### config.mk
export PLATFORM = sky130hd
export DESIGN_NAME = mlfq_two_runqueue_scheduler
export DESIGN_NICKNAME = d
export VERILOG_FILES = /design/src/design/mlfq_pkg.sv /design/src/design/mlfq_two_runqueue_scheduler.sv
export SDC_FILE = /design/constraint.sdc
export NUM_CORES = 1
export LEC_CHECK = 0
export BUFFER_PORTS_ARGS = -buffer_cell sky130_fd_sc_hd__buf_2
export CAP_MARGIN = 5
export CORE_MARGIN = 5
export CORE_UTILIZATION = 35
export DETAILED_ROUTE_END_ITERATION = 10
export PLACE_DENSITY = 0.46
export SETUP_SLACK_MARGIN = 0.05
export SLEW_MARGIN = 10
export SYNTH_ARGS = -nofsm -noshare
export SYNTH_HDL_FRONTEND = slang
export SYNTH_SLANG_ARGS = --single-unit
### constraint.sdc
create_clock -name clk -period 14.14 [get_ports clk]
set_input_delay 2.828 -clock clk [delete_from_list [all_inputs] [get_ports clk]]
set_output_delay 2.828 -clock clk [all_outputs]
set_load 0.005 [all_outputs]
### src/design/mlfq_pkg.sv
// Shared constants for the two-runqueue feedback queue scheduler.
// Field widths, register indexes, input kinds and reset values.
// No dependencies.
package mlfq_pkg;

	localparam int THREAD_W = 6;
	localparam int LEVEL_W  = 3;
	localparam int SLICE_W  = 16;
	localparam int CFG_IDX_W = 2;

	localparam int MAX_THREADS_DEF = 64;
	localparam int NUM_LEVELS_DEF  = 8;

	// Configuration register indexes.
	localparam logic [CFG_IDX_W-1:0] CFG_SLICE_TICKS   = 2'd0;
	localparam logic [CFG_IDX_W-1:0] CFG_DEFAULT_LEVEL = 2'd1;
	localparam logic [CFG_IDX_W-1:0] CFG_LOWEST_LEVEL  = 2'd2;

	// Input item kinds.
	localparam logic OP_ENQUEUE = 1'b0;
	localparam logic OP_TICK    = 1'b1;

	localparam logic [SLICE_W-1:0] SLICE_TICKS_RST   = 16'd10;
	localparam logic [LEVEL_W-1:0] DEFAULT_LEVEL_RST = 3'd4;
	localparam logic [LEVEL_W-1:0] LOWEST_LEVEL_RST  = 3'd0;
	localparam logic [SLICE_W-1:0] SLICE_MAX         = 16'hFFFF;

endpackage

### src/design/mlfq_two_runqueue_scheduler.sv
// Thread scheduler with a multilevel feedback queue, active and expired runqueues and a
// FIFO of just-queued threads. Level queues live in head, tail and next-link memories.
// Depends on mlfq_pkg.
//
// Usage: each input item on the s_ channel is an enqueue (s_tuser = 0, thread id in
// s_tdata) or a timer tick (s_tuser = 1). Every item yields exactly one result item on
// the m_ channel with the running thread, its level, and switch and reject flags.
// Configuration is written through the cfg_ channel, which is always ready; it must only
// be written while no item is in flight.
// An enqueue or a tick that does not end the slice goes from accept to the finishing state,
// which loads the output register. A tick that ends the slice runs a dispatch sequence
// first: each list step is one read of the registered head, tail or next-link memory
// followed by a write, and an empty active queue costs an extra swap and splice pass.
// One item is in the block at a time; a new item is accepted as soon as the previous
// result sits in the output register, even if the receiver has not taken it.
// When the receiver stalls, the finished result of the next item waits inside until the
// output register is free, and input stops.
// Reset: thread 0 runs at the default level, all queues are empty, only thread 0 is
// present, configuration returns to slice 10, default level 4, lowest level 0. The
// queue memories need no clearing since only non-empty queues are read.
module mlfq_two_runqueue_scheduler #(
	parameter int MAX_THREADS = mlfq_pkg::MAX_THREADS_DEF,
	parameter int NUM_LEVELS  = mlfq_pkg::NUM_LEVELS_DEF
) (
	input  logic        clk,
	input  logic        arst_n,
	input  logic        s_tvalid,
	output logic        s_tready,
	input  logic [7:0]  s_tdata,   // [5:0] thread_id, [7:6] zero
	input  logic [0:0]  s_tuser,   // [0] opcode
	output logic        m_tvalid,
	input  logic        m_tready,
	output logic [15:0] m_tdata,   // [5:0] running_thread, [8:6] running_level,
	                               // [9] switched, [10] rejected, [15:11] zero
	input  logic        cfg_valid,
	output logic        cfg_ready,
	input  logic [mlfq_pkg::CFG_IDX_W-1:0] cfg_index,
	input  logic [15:0] cfg_data
);

	localparam int TW = (MAX_THREADS > 1) ? $clog2(MAX_THREADS) : 1;
	localparam int LW = (NUM_LEVELS > 1) ? $clog2(NUM_LEVELS) : 1;
	localparam int NQ = 2 * NUM_LEVELS;
	localparam int QW = $clog2(NQ);
	localparam int IDW = mlfq_pkg::THREAD_W;

	typedef enum logic [3:0] {
		ST_IDLE, ST_DISP, ST_SEL, ST_SPLICE, ST_FIFO_NX, ST_POP_RD, ST_POP_NX,
		ST_PUSH_RD, ST_PUSH_WR, ST_COMMIT, ST_FIN
	} state_t;

	function automatic logic [LW-1:0] clip_level(input logic [mlfq_pkg::LEVEL_W-1:0] v);
		if (32'(v) > NUM_LEVELS - 1)
			return LW'(NUM_LEVELS - 1);
		return LW'(v);
	endfunction

	function automatic logic [QW-1:0] qidx(input logic sel, input logic [LW-1:0] lvl);
		if (sel)
			return QW'(NUM_LEVELS) + QW'(lvl);
		return QW'(lvl);
	endfunction

	state_t state_q;
	logic [mlfq_pkg::SLICE_W-1:0] slice_ticks_q, slice_used_q;
	logic [mlfq_pkg::LEVEL_W-1:0] default_level_q, lowest_level_q;
	logic [IDW-1:0] run_id_q, nid_q, fifo_head_q, fifo_tail_q;
	logic [LW-1:0] run_prio_q, nlvl_q;
	logic fresh_q, as_q, fifo_ne_q, first_q, sw_q, rej_q;
	logic [NQ-1:0] ne_q;
	logic [MAX_THREADS-1:0] present_q;
	logic [QW-1:0] q_q, push_q_q;
	logic out_valid_q;
	logic [15:0] out_data_q;

	// Memories.
	logic [IDW-1:0] next_link_mem [MAX_THREADS];
	logic [IDW-1:0] head_mem [NQ];
	logic [IDW-1:0] tail_mem [NQ];
	logic nl_we, hd_we, tl_we;
	logic [TW-1:0] nl_wa, nl_ra;
	logic [QW-1:0] hd_wa, hd_ra, tl_wa, tl_ra;
	logic [IDW-1:0] nl_wd, hd_wd, tl_wd, nl_rd, hd_rd, tl_rd;

	always_ff @(posedge clk) begin
		if (nl_we)
			next_link_mem[nl_wa] <= nl_wd;
		nl_rd <= next_link_mem[nl_ra];
	end

	always_ff @(posedge clk) begin
		if (hd_we)
			head_mem[hd_wa] <= hd_wd;
		hd_rd <= head_mem[hd_ra];
	end

	always_ff @(posedge clk) begin
		if (tl_we)
			tail_mem[tl_wa] <= tl_wd;
		tl_rd <= tail_mem[tl_ra];
	end

	// Decode of the current item and derived values.
	logic accept, tid_ok, enq_ok;
	logic [IDW-1:0] tid;
	logic [mlfq_pkg::SLICE_W-1:0] su_next;
	logic [LW-1:0] dl, low, pc, exp_lvl, enc;
	logic found;
	logic [QW-1:0] splice_q, push_q;

	assign s_tready = (state_q == ST_IDLE);
	assign accept = s_tvalid && s_tready;
	assign tid = s_tdata[IDW-1:0];
	assign tid_ok = (32'(tid) < MAX_THREADS) && !present_q[TW'(tid)];
	assign enq_ok = accept && (s_tuser[0] == mlfq_pkg::OP_ENQUEUE) && tid_ok;
	assign su_next = (slice_used_q == mlfq_pkg::SLICE_MAX) ? slice_used_q
		: slice_used_q + 1'b1;
	assign dl = clip_level(default_level_q);
	assign low = clip_level(lowest_level_q);
	assign pc = run_prio_q;
	assign exp_lvl = (pc > low) ? pc - 1'b1 : low;
	assign splice_q = qidx(!as_q, dl);
	assign push_q = qidx(!as_q, exp_lvl);
	assign cfg_ready = 1'b1;
	assign m_tvalid = out_valid_q;
	assign m_tdata = out_data_q;

	// Highest non-empty level of the active queue.
	always_comb begin
		found = 1'b0;
		enc = '0;
		for (int l = 0; l < NUM_LEVELS; l++) begin
			if (ne_q[qidx(as_q, LW'(l))]) begin
				found = 1'b1;
				enc = LW'(l);
			end
		end
	end

	always_comb begin
		nl_we = 1'b0;
		nl_wa = '0;
		nl_wd = '0;
		nl_ra = '0;
		hd_we = 1'b0;
		hd_wa = '0;
		hd_wd = '0;
		hd_ra = '0;
		tl_we = 1'b0;
		tl_wa = '0;
		tl_wd = '0;
		tl_ra = '0;
		case (state_q)
			ST_IDLE: begin
				if (enq_ok && fifo_ne_q) begin
					nl_we = 1'b1;
					nl_wa = TW'(fifo_tail_q);
					nl_wd = tid;
				end
			end
			ST_DISP: begin
				nl_ra = TW'(fifo_head_q);
			end
			ST_SEL: begin
				if (found) begin
					hd_ra = qidx(as_q, enc);
					tl_ra = qidx(as_q, enc);
				end else if (first_q && fifo_ne_q) begin
					// After the swap the expired half becomes active.
					if (ne_q[splice_q]) begin
						tl_ra = splice_q;
					end else begin
						hd_we = 1'b1;
						hd_wa = splice_q;
						hd_wd = fifo_head_q;
						tl_we = 1'b1;
						tl_wa = splice_q;
						tl_wd = fifo_tail_q;
					end
				end
			end
			ST_SPLICE: begin
				nl_we = 1'b1;
				nl_wa = TW'(tl_rd);
				nl_wd = fifo_head_q;
				tl_we = 1'b1;
				tl_wa = q_q;
				tl_wd = fifo_tail_q;
			end
			ST_POP_RD: begin
				nl_ra = TW'(hd_rd);
			end
			ST_POP_NX: begin
				hd_we = 1'b1;
				hd_wa = q_q;
				hd_wd = nl_rd;
			end
			ST_PUSH_RD: begin
				if (ne_q[push_q]) begin
					tl_ra = push_q;
				end else begin
					hd_we = 1'b1;
					hd_wa = push_q;
					hd_wd = run_id_q;
					tl_we = 1'b1;
					tl_wa = push_q;
					tl_wd = run_id_q;
				end
			end
			ST_PUSH_WR: begin
				nl_we = 1'b1;
				nl_wa = TW'(tl_rd);
				nl_wd = run_id_q;
				tl_we = 1'b1;
				tl_wa = push_q_q;
				tl_wd = run_id_q;
			end
			default: begin
			end
		endcase
	end

	always_ff @(posedge clk or negedge arst_n) begin
		if (!arst_n) begin
			state_q <= ST_IDLE;
			slice_ticks_q <= mlfq_pkg::SLICE_TICKS_RST;
			default_level_q <= mlfq_pkg::DEFAULT_LEVEL_RST;
			lowest_level_q <= mlfq_pkg::LOWEST_LEVEL_RST;
			run_id_q <= '0;
			run_prio_q <= clip_level(mlfq_pkg::DEFAULT_LEVEL_RST);
			slice_used_q <= '0;
			fresh_q <= 1'b1;
			as_q <= 1'b0;
			fifo_ne_q <= 1'b0;
			fifo_head_q <= '0;
			fifo_tail_q <= '0;
			nid_q <= '0;
			nlvl_q <= '0;
			q_q <= '0;
			push_q_q <= '0;
			ne_q <= '0;
			present_q <= MAX_THREADS'(1);
			first_q <= 1'b0;
			sw_q <= 1'b0;
			rej_q <= 1'b0;
			out_valid_q <= 1'b0;
			out_data_q <= '0;
		end else begin
			if (cfg_valid && cfg_ready) begin
				case (cfg_index)
					mlfq_pkg::CFG_SLICE_TICKS:   slice_ticks_q <= cfg_data;
					mlfq_pkg::CFG_DEFAULT_LEVEL: default_level_q <= cfg_data[2:0];
					mlfq_pkg::CFG_LOWEST_LEVEL:  lowest_level_q <= cfg_data[2:0];
					default: begin
					end
				endcase
			end
			if (state_q == ST_FIN && (!out_valid_q || m_tready))
				out_valid_q <= 1'b1;
			else if (m_tready)
				out_valid_q <= 1'b0;
			case (state_q)
				ST_IDLE: begin
					if (accept) begin
						sw_q <= 1'b0;
						rej_q <= (s_tuser[0] == mlfq_pkg::OP_ENQUEUE) && !tid_ok;
						if (s_tuser[0] == mlfq_pkg::OP_ENQUEUE) begin
							state_q <= ST_FIN;
							if (tid_ok) begin
								present_q[TW'(tid)] <= 1'b1;
								if (!fifo_ne_q)
									fifo_head_q <= tid;
								fifo_tail_q <= tid;
								fifo_ne_q <= 1'b1;
							end
						end else begin
							slice_used_q <= su_next;
							if (su_next >= slice_ticks_q)
								state_q <= ST_DISP;
							else
								state_q <= ST_FIN;
						end
					end
				end
				ST_DISP: begin
					if (fresh_q && fifo_ne_q) begin
						fresh_q <= 1'b0;
						nid_q <= fifo_head_q;
						nlvl_q <= dl;
						if (fifo_head_q == fifo_tail_q) begin
							fifo_ne_q <= 1'b0;
							state_q <= ST_PUSH_RD;
						end else begin
							state_q <= ST_FIFO_NX;
						end
					end else begin
						first_q <= 1'b1;
						state_q <= ST_SEL;
					end
				end
				ST_SEL: begin
					if (found) begin
						fresh_q <= 1'b1;
						nlvl_q <= enc;
						q_q <= qidx(as_q, enc);
						state_q <= ST_POP_RD;
					end else if (first_q) begin
						as_q <= !as_q;
						first_q <= 1'b0;
						if (fifo_ne_q) begin
							fifo_ne_q <= 1'b0;
							ne_q[splice_q] <= 1'b1;
							q_q <= splice_q;
							if (ne_q[splice_q])
								state_q <= ST_SPLICE;
						end
					end else begin
						// Nothing to run: the current thread keeps the processor.
						state_q <= ST_FIN;
					end
				end
				ST_SPLICE: begin
					state_q <= ST_SEL;
				end
				ST_FIFO_NX: begin
					fifo_head_q <= nl_rd;
					state_q <= ST_PUSH_RD;
				end
				ST_POP_RD: begin
					nid_q <= hd_rd;
					if (hd_rd == tl_rd) begin
						ne_q[q_q] <= 1'b0;
						state_q <= ST_PUSH_RD;
					end else begin
						state_q <= ST_POP_NX;
					end
				end
				ST_POP_NX: begin
					state_q <= ST_PUSH_RD;
				end
				ST_PUSH_RD: begin
					push_q_q <= push_q;
					if (ne_q[push_q]) begin
						state_q <= ST_PUSH_WR;
					end else begin
						ne_q[push_q] <= 1'b1;
						state_q <= ST_COMMIT;
					end
				end
				ST_PUSH_WR: begin
					state_q <= ST_COMMIT;
				end
				ST_COMMIT: begin
					run_id_q <= nid_q;
					run_prio_q <= nlvl_q;
					slice_used_q <= '0;
					sw_q <= 1'b1;
					state_q <= ST_FIN;
				end
				ST_FIN: begin
					if (!out_valid_q || m_tready) begin
						out_data_q <= {5'd0, rej_q, sw_q,
							mlfq_pkg::LEVEL_W'(run_prio_q), run_id_q};
						state_q <= ST_IDLE;
					end
				end
				default: begin
					state_q <= ST_IDLE;
				end
			endcase
		end
	end

endmodule
### After elaboration in Yosys (flattened, before gate mapping)

Memories as Yosys holds them, arrays and structs flattened. A register that Yosys moved wholly into a read port is not among the register bits.
Cells that the tools add are included.

* flip-flop bits (word level): 178
* memory bits (writable): 576
* input port bits: 32
* output and inout bits: 19
* word-level logic and storage cells: 299
* memories: 3

Memory list
* next_link_mem: words 64, width 6, rd ports 1, clocked after memory_dff 1, wr ports 1, line mlfq_two_runqueue_scheduler.sv:77 `logic [IDW-1:0] next_link_mem [MAX_THREADS];`
* head_mem: words 16, width 6, rd ports 1, clocked after memory_dff 1, wr ports 1, line mlfq_two_runqueue_scheduler.sv:78 `logic [IDW-1:0] head_mem [NQ];`
* tail_mem: words 16, width 6, rd ports 1, clocked after memory_dff 1, wr ports 1, line mlfq_two_runqueue_scheduler.sv:79 `logic [IDW-1:0] tail_mem [NQ];`

* add/subtract/negate cells: 5
* magnitude comparators: 18
* equality and inequality tests: 32
* mux-type cells: 164
* bitwise logic cells: 8
* reduce and logical (&&, ||, !) cells: 46

Operator list (count)
* $mux 4: 42
* $mux 16: 8
* $mux 6: 14
* $or 64x64->64: 1
* $lt 4x5->1 const B: 11
* $mux 1: 54
* $pmux 16 s3: 1
* $pmux 6 s2: 4
* $bmux 1 s4: 10
* $pmux 4 s10: 1
* $pmux 6 s3: 2
* $or 16x16->16: 2
* $pmux 16 s2: 1
* $mux 3: 9
* $ne 2x2->1 const B: 12
* $pmux 6 s4: 1
* $add 16x1->16 const B: 1
* $and 16x16->16: 1
* $eq 16x16->1 const B: 1
* $eq 4x3->1 const B: 4
* $ge 16x16->1: 1
* $not 16->16: 1
* $pmux 4 s4: 1
* $reduce_and 3->1: 5
* other kinds (37): 85

### Logic depth before layout (Yosys ltp)

* depth after elaboration: 17
* mapped depth: 19
* depth with buffers taken out: 18

### Worst setup path before layout

Ideal clock, no wire load.

* kind: input -> register
* start point: input port s_tdata[0]
* end point: memory next_link_mem[0][0] (netlist bit) (data pin)
* library setup time: 0.702 ns
* arrival time: 7.295 ns
* required time: 13.438 ns
* slack: 6.143 ns
* stages on the path: 10
* buffers on the path: 2
* cells stage by stage: buf_2 -> mux2_1 -> a221oi_1 -> o21ai_1 -> a32oi_1 -> o211ai_1 -> nor3_1 -> nand3_1 -> clkbuf_1 -> o21ai_0

* longest elaborated chain between the ends: 7

Ends and longest elaborated chain
* from (decl): line mlfq_two_runqueue_scheduler.sv:29 `input logic [7:0] s_tdata,`
* $bmux 1 s6: line mlfq_two_runqueue_scheduler.sv:114 `assign tid_ok = (32'(tid) < MAX_THREADS) && !present_q[TW'(tid)];`
* $mux 1 (not written as such): line mlfq_two_runqueue_scheduler.sv:114
* $logic_not 1->1: line mlfq_two_runqueue_scheduler.sv:114
* $logic_and 1x1->1: line mlfq_two_runqueue_scheduler.sv:115 `assign enq_ok = accept && (s_tuser[0] == mlfq_pkg::OP_ENQUEUE) && tid_ok;`
* $logic_and 1x1->1: line mlfq_two_runqueue_scheduler.sv:155 `if (enq_ok && fifo_ne_q) begin`
* $mux 6 (*): line mlfq_two_runqueue_scheduler.sv:155
* $pmux 6 s3 (*): line mlfq_two_runqueue_scheduler.sv:153 `case (state_q)`
* net nl_wd[0]: line mlfq_two_runqueue_scheduler.sv:83 `logic [IDW-1:0] nl_wd, hd_wd, tl_wd, nl_rd, hd_rd, tl_rd;`
* to (decl): line mlfq_two_runqueue_scheduler.sv:77

The timed path passes the listed nets; every way through them passes the cells marked *. The select of a mux whose other input is x is not followed.

### Worst setup path in the final report

* start point: input port s_tdata[0]
* end point: memory next_link_mem[6][3] (netlist bit) (enable)

* longest elaborated chain between the ends: 9
* elaborated cells on any way between the ends: 11
* those cells by class: 8 x mux; 3 x reduce/logical

Ends and longest elaborated chain
* $bmux 1 s6 (*): line mlfq_two_runqueue_scheduler.sv:114
* $mux 1 (not written as such) (*): line mlfq_two_runqueue_scheduler.sv:114
* $logic_not 1->1 (*): line mlfq_two_runqueue_scheduler.sv:114
* $logic_and 1x1->1 (*): line mlfq_two_runqueue_scheduler.sv:115
* $logic_and 1x1->1 (*): line mlfq_two_runqueue_scheduler.sv:155
* $mux 1: line mlfq_two_runqueue_scheduler.sv:155
* $pmux 1 s2: line mlfq_two_runqueue_scheduler.sv:153
* $mux 1: line mlfq_two_runqueue_scheduler.sv:86 `if (nl_we)`
* $mux 1 (not written as such): line mlfq_two_runqueue_scheduler.sv:87 `next_link_mem[nl_wa] <= nl_wd;`

Mark *: on every way between the ends. The rest lies on a longest branch, timed or not. The select of a mux whose other input is x is not followed.

==> impl_results.rst <==
.. list-table::
   :header-rows: 1

   * - Metric
     - Value
   * - Number of storage elements in the synthesis netlist
     - 772
   * - Initial Utilization
     - 35.4%
   * - Post-DP HPWL
     - 57,200 um
   * - Cell type of the slowest stage on the worst timing path
     - sky130_fd_sc_hd__nor2_1
   * - Total of fill cells in the finished design
     - 9,066
   * - Width of the chip
     - 320 um
   * - Worst hold margin
     - 460 ps
   * - Post-synthesis instance area
     - 0.0337 sq mm
   * - 1st-iter DRT viols
     - 1,737
   * - Routed length per instance
     - 22.9 um
   * - Clock latency on the worst-skew pair
     - 660 ps
   * - Footprint of the multi-input gates
     - 0.0109 sq mm
   * - Leakage dissipation
     - 13.2 nW
   * - CP max stage delay
     - 780 ps
   * - Number of detailed-routing iterations run before antenna repair
     - 6
   * - CP Data Arrival Time
     - 7790 ps
   * - Category of the worst setup path launch point
     - primary input
   * - PnR Total Power
     - 7.30 mW
   * - ANT nets after route
     - 0
   * - Min-Delay Path Class
     - reg -> reg
   * - Final period utilization
     - 53.0%
   * - Seq. cell area
     - 0.0221 sq mm
   * - Fmax achieved
     - 133 MHz
   * - Cell type with the largest total area after synthesis
     - sky130_fd_sc_hd__edfxtp_1
   * - Number of buffers inserted during clock tree synthesis
     - 88
   * - Number of standard cells after synthesis
     - 2,623
   * - Ordered cell list for the critical path
     - buf_2, mux2_1, a221oi_1, o21ai_1, a32oi_1, o211ai_1, nor3_2, nand3_1, o21ai_1, nand3_1, nor2_1
   * - Proportion of layout cells with a drive suffix above 1
     - 12.6%
   * - Port bufs
     - 42
   * - Placeable Area
     - 0.0953 sq mm
   * - Routed metal-1 wire length
     - 40,300 um
   * - Number of synthesis warnings
     - 0
   * - Buffer cell driving the clock tree root
     - sky130_fd_sc_hd__clkbuf_16
   * - Post-route cell area
     - 0.0381 sq mm
   * - Worst setup skew after layout
     - 33.2 ps
   * - Topmost layer with routed signal wires
     - met4
   * - Cell Count, Final, Fillers Out
     - 3,961
   * - Number of global-route vias before repair
     - 21,900
   * - Post-synthesis simple-gate area fraction
     - 10.3%
   * - CP Capture Type
     - flip-flop
   * - Sequential share of the synthesized area
     - 65.6%
   * - Result of the run
     - finished clean
   * - Total Wirelength
     - 90,700 um
   * - Maximum number of pins on one net before global-route repair
     - 193
   * - Floorplan die height
     - 320 um
   * - Number of violations of the max-capacitance limit
     - 0
   * - Via count normalized by instance count
     - 5.46
   * - Total count of max-transition violations in the final report
     - 0
   * - Tightest Pin Transition
     - 1160 ps
   * - Path type of the worst setup path
     - in -> reg
   * - Number of buffers on the longest clock path
     - 3
   * - Cells resized by post-CTS repair
     - 0
   * - CTS hold repair buffers
     - 0
   * - Level count of the clock H-tree
     - 3
   * - Total instance count after detailed placement
     - 3,796
   * - Portion of synthesized cell area occupied by the leading cell type
     - 51.3%
   * - IR Drop Worst-Case VDD
     - 99.3 uV
   * - Antenna violations before repair
     - 2
   * - Most common flop cell mapped by yosys
     - sky130_fd_sc_hd__edfxtp_1
   * - Top cell types by occurrence after synthesis
     - 576 x sky130_fd_sc_hd__edfxtp_1, 339 x sky130_fd_sc_hd__nand2_1, 172 x sky130_fd_sc_hd__dfrtp_1, 164 x sky130_fd_sc_hd__nor2_1, 149 x sky130_fd_sc_hd__a211oi_1
   * - Post-route minimum period
     - 7500 ps
   * - Async SR Flop Fraction
     - 23.1%
   * - Total setup buffers inserted after CTS
     - 0
   * - Number of flops mapped to enable cells by yosys
     - 576
   * - Final global-route overflow total
     - 0
   * - Met3 routed wirelength
     - 4480 um
   * - Die footprint
     - 0.103 sq mm
   * - Data required time at the worst endpoint
     - 14,430 ps
   * - Cell types with the largest area share after synthesis
     - sky130_fd_sc_hd__edfxtp_1 51%, sky130_fd_sc_hd__dfrtp_1 13%, sky130_fd_sc_hd__nand2_1 3.8%
   * - Post-synthesis compound-gate area fraction
     - 14.4%
   * - Post-detailed-placement cell area
     - 0.0352 sq mm
   * - Via count of the routed design
     - 21,600
   * - Combinational family with the most area after synthesis
     - compound AO/OA/AOI/OAI gates
   * - Wire length on met2
     - 43,300 um
   * - Distinct cell type count of the synthesized netlist
     - 87
   * - CTS tree
     - done
   * - Adder and majority gate portion of the synthesized area
     - 0.816%
   * - Number of design rule violations left after detail routing
     - 0
   * - Finish-stage setup viols
     - 0
   * - Fin nets
     - 2,675
   * - Clock edge transition at the registers on the reported setup and hold paths
     - 60 ps
   * - Count of final hold-check violations
     - 0
   * - RSZ-0062 raised after global routing
     - no
   * - Max_slew headroom
     - 21.9%
   * - Mean cell area of the mapped netlist
     - 12.9 sq um
   * - Top fanout value on the critical path
     - 31
   * - Fraction of synthesized cell area in xor and xnor cells
     - 0.675%
   * - Multiplexer fraction of the synthesized cell area
     - 5.53%
   * - Global-route wire length before repair
     - 138,000 um
   * - Row count
     - 113
   * - Top-count cell post-synth
     - sky130_fd_sc_hd__edfxtp_1
   * - RePlAce Congestion
     - 0.827
   * - Final setup TNS
     - 0 ps
   * - Overall track demand over capacity in global routing
     - 17.3%
   * - IO Pins
     - 51
   * - Signed area change from the synthesized netlist to the final layout
     - 13.0%
   * - Number of clock sinks
     - 772
   * - Power per unit of standard cell area
     - 192 mW/mm^2
per-stage QoR:
step / util (%) / worst slack [ps]
2_1_floorplan: - / 6140
3_3_place_gp: 36.9 / 6130
3_5_place_dp: 36.9 / 5990
4_1_cts: 40.0 / 6710
5_1_grt: 40.0 / 6360
6_report: 40.0 / 6640
worst paths after layout:
path | from | endpoint | slack, ps | cells past startpoint
max in group asynchronous | arst_n | slice_ticks_q[6] | 10500 | 2
setup / recovery | s_tdata[0] | next_link_mem[6][3] | 6640 | 11
min in group asynchronous | arst_n | m_tdata[5] | 2280 | 1
hold reg to reg | present_q[28] | present_q[28] | 460 | 1
hold / removal | present_q[28] | present_q[28] | 460 | 1
setup reg to reg | pc[0] | tail_mem[0][4] | 9010 | 12
metal layers:
layer / track usage [%] / vias to the layer above
met5: 0 / -
met1: 23.6 / 10900
met4: 5.27 / 0
li1: - / 9987
met2: 28.6 / 568
met3: 2.95 / 147
cell usage in the layout (no fill, tap or decap), types with 9 or more instances in the layout:
| cell | instances |
|---|---|
| sky130_fd_sc_hd__dfrtp_1 | 172 |
| sky130_fd_sc_hd__mux2_2 | 45 |
| sky130_fd_sc_hd__nor3_1 | 21 |
| sky130_fd_sc_hd__or4_1 | 9 |
| sky130_fd_sc_hd__nor2_1 | 164 |
| sky130_fd_sc_hd__edfxtp_1 | 576 |
| sky130_fd_sc_hd__a31oi_1 | 86 |
| sky130_fd_sc_hd__clkbuf_1 | 14 |
| sky130_fd_sc_hd__o21ai_0 | 54 |
| sky130_fd_sc_hd__and2_1 | 13 |
| sky130_fd_sc_hd__nand3_1 | 27 |
| sky130_fd_sc_hd__a21oi_1 | 105 |
| sky130_fd_sc_hd__clkinv_1 | 14 |
| sky130_fd_sc_hd__and3_1 | 15 |
| sky130_fd_sc_hd__nand4_1 | 9 |
| sky130_fd_sc_hd__clkinv_2 | 20 |
| sky130_fd_sc_hd__bufinv_16 | 10 |
| sky130_fd_sc_hd__nand2_1 | 338 |
| sky130_fd_sc_hd__o22ai_1 | 17 |
| sky130_fd_sc_hd__ha_1 | 22 |
| sky130_fd_sc_hd__a22oi_1 | 19 |
| sky130_fd_sc_hd__buf_4 | 27 |
| sky130_fd_sc_hd__a22o_1 | 18 |
| sky130_fd_sc_hd__nand2b_1 | 13 |
| sky130_fd_sc_hd__o21bai_1 | 57 |
| sky130_fd_sc_hd__buf_2 | 41 |
| sky130_fd_sc_hd__a21o_1 | 16 |
| sky130_fd_sc_hd__xnor2_1 | 19 |
| sky130_fd_sc_hd__o211ai_1 | 11 |
| sky130_fd_sc_hd__a311oi_1 | 50 |
| sky130_fd_sc_hd__mux4_2 | 30 |
| sky130_fd_sc_hd__dfxtp_1 | 18 |
| sky130_fd_sc_hd__mux2i_1 | 51 |
| sky130_fd_sc_hd__a211oi_1 | 149 |
| sky130_fd_sc_hd__clkbuf_16 | 89 |
| sky130_fd_sc_hd__inv_1 | 52 |
| sky130_fd_sc_hd__o2bb2ai_1 | 12 |
| sky130_fd_sc_hd__nor2b_1 | 105 |
layout make-up:
| type | instances | area share [%] |
|---|---|---|
| Timing Repair Buffer | 70 | 1.16 |
| Clock buffer | 104 | 6.02 |
| Tap cell | 1265 | 4.15 |
| Inverter | 53 | 0.522 |
| Multi-Input combinational cell | 1636 | 28.5 |
| Clock inverter | 60 | 1.64 |
| Antenna cell | 1 | 0.00656 |
| Sequential cell | 772 | 58.0 |
where the power goes:
group	switching, mW	total (mW)	internal, mW
clock network	0.937	2.29	1.35
logic	1.30	1.95	0.655
registers	0.266	3.06	2.79
critical path, delay by kind of cell:
kind,cells,cell delay [ps]
AND/OR/NAND/NOR,4,2470
AO/OA/AOI/OAI,5,1570
buffers and inverters,1,490
multiplexers,1,380
flip-flops by register name, indices dropped and copies added (netlist names), 3 cells and up:
signal           cells
tl_rd                6
fifo_tail_q          6
hd_rd                6
fifo_head_q          6
nid_q                6
ne_q                16
push_q_q             4
m_tdata             11
default_level_q      3
run_id_q             6
nlvl_q               3
slice_ticks_q       16
slice_used_q        16
present_q           64
q_q                  4
head_mem            96
low                  3
pc                   3
state_q              4
nl_rd                6
next_link_mem      384
tail_mem            96
logic make-up after synthesis:
kind of cell / count (synthesis)
DFF: 772
muxes: 139
and+or+nand+nor: 756
other: 2
xor gates and xnor gates: 26
AOI/OAI and AO/OA: 687
adders and majority gates: 22
buffers and inverters: 219
(Power assumes the default switching activity.)
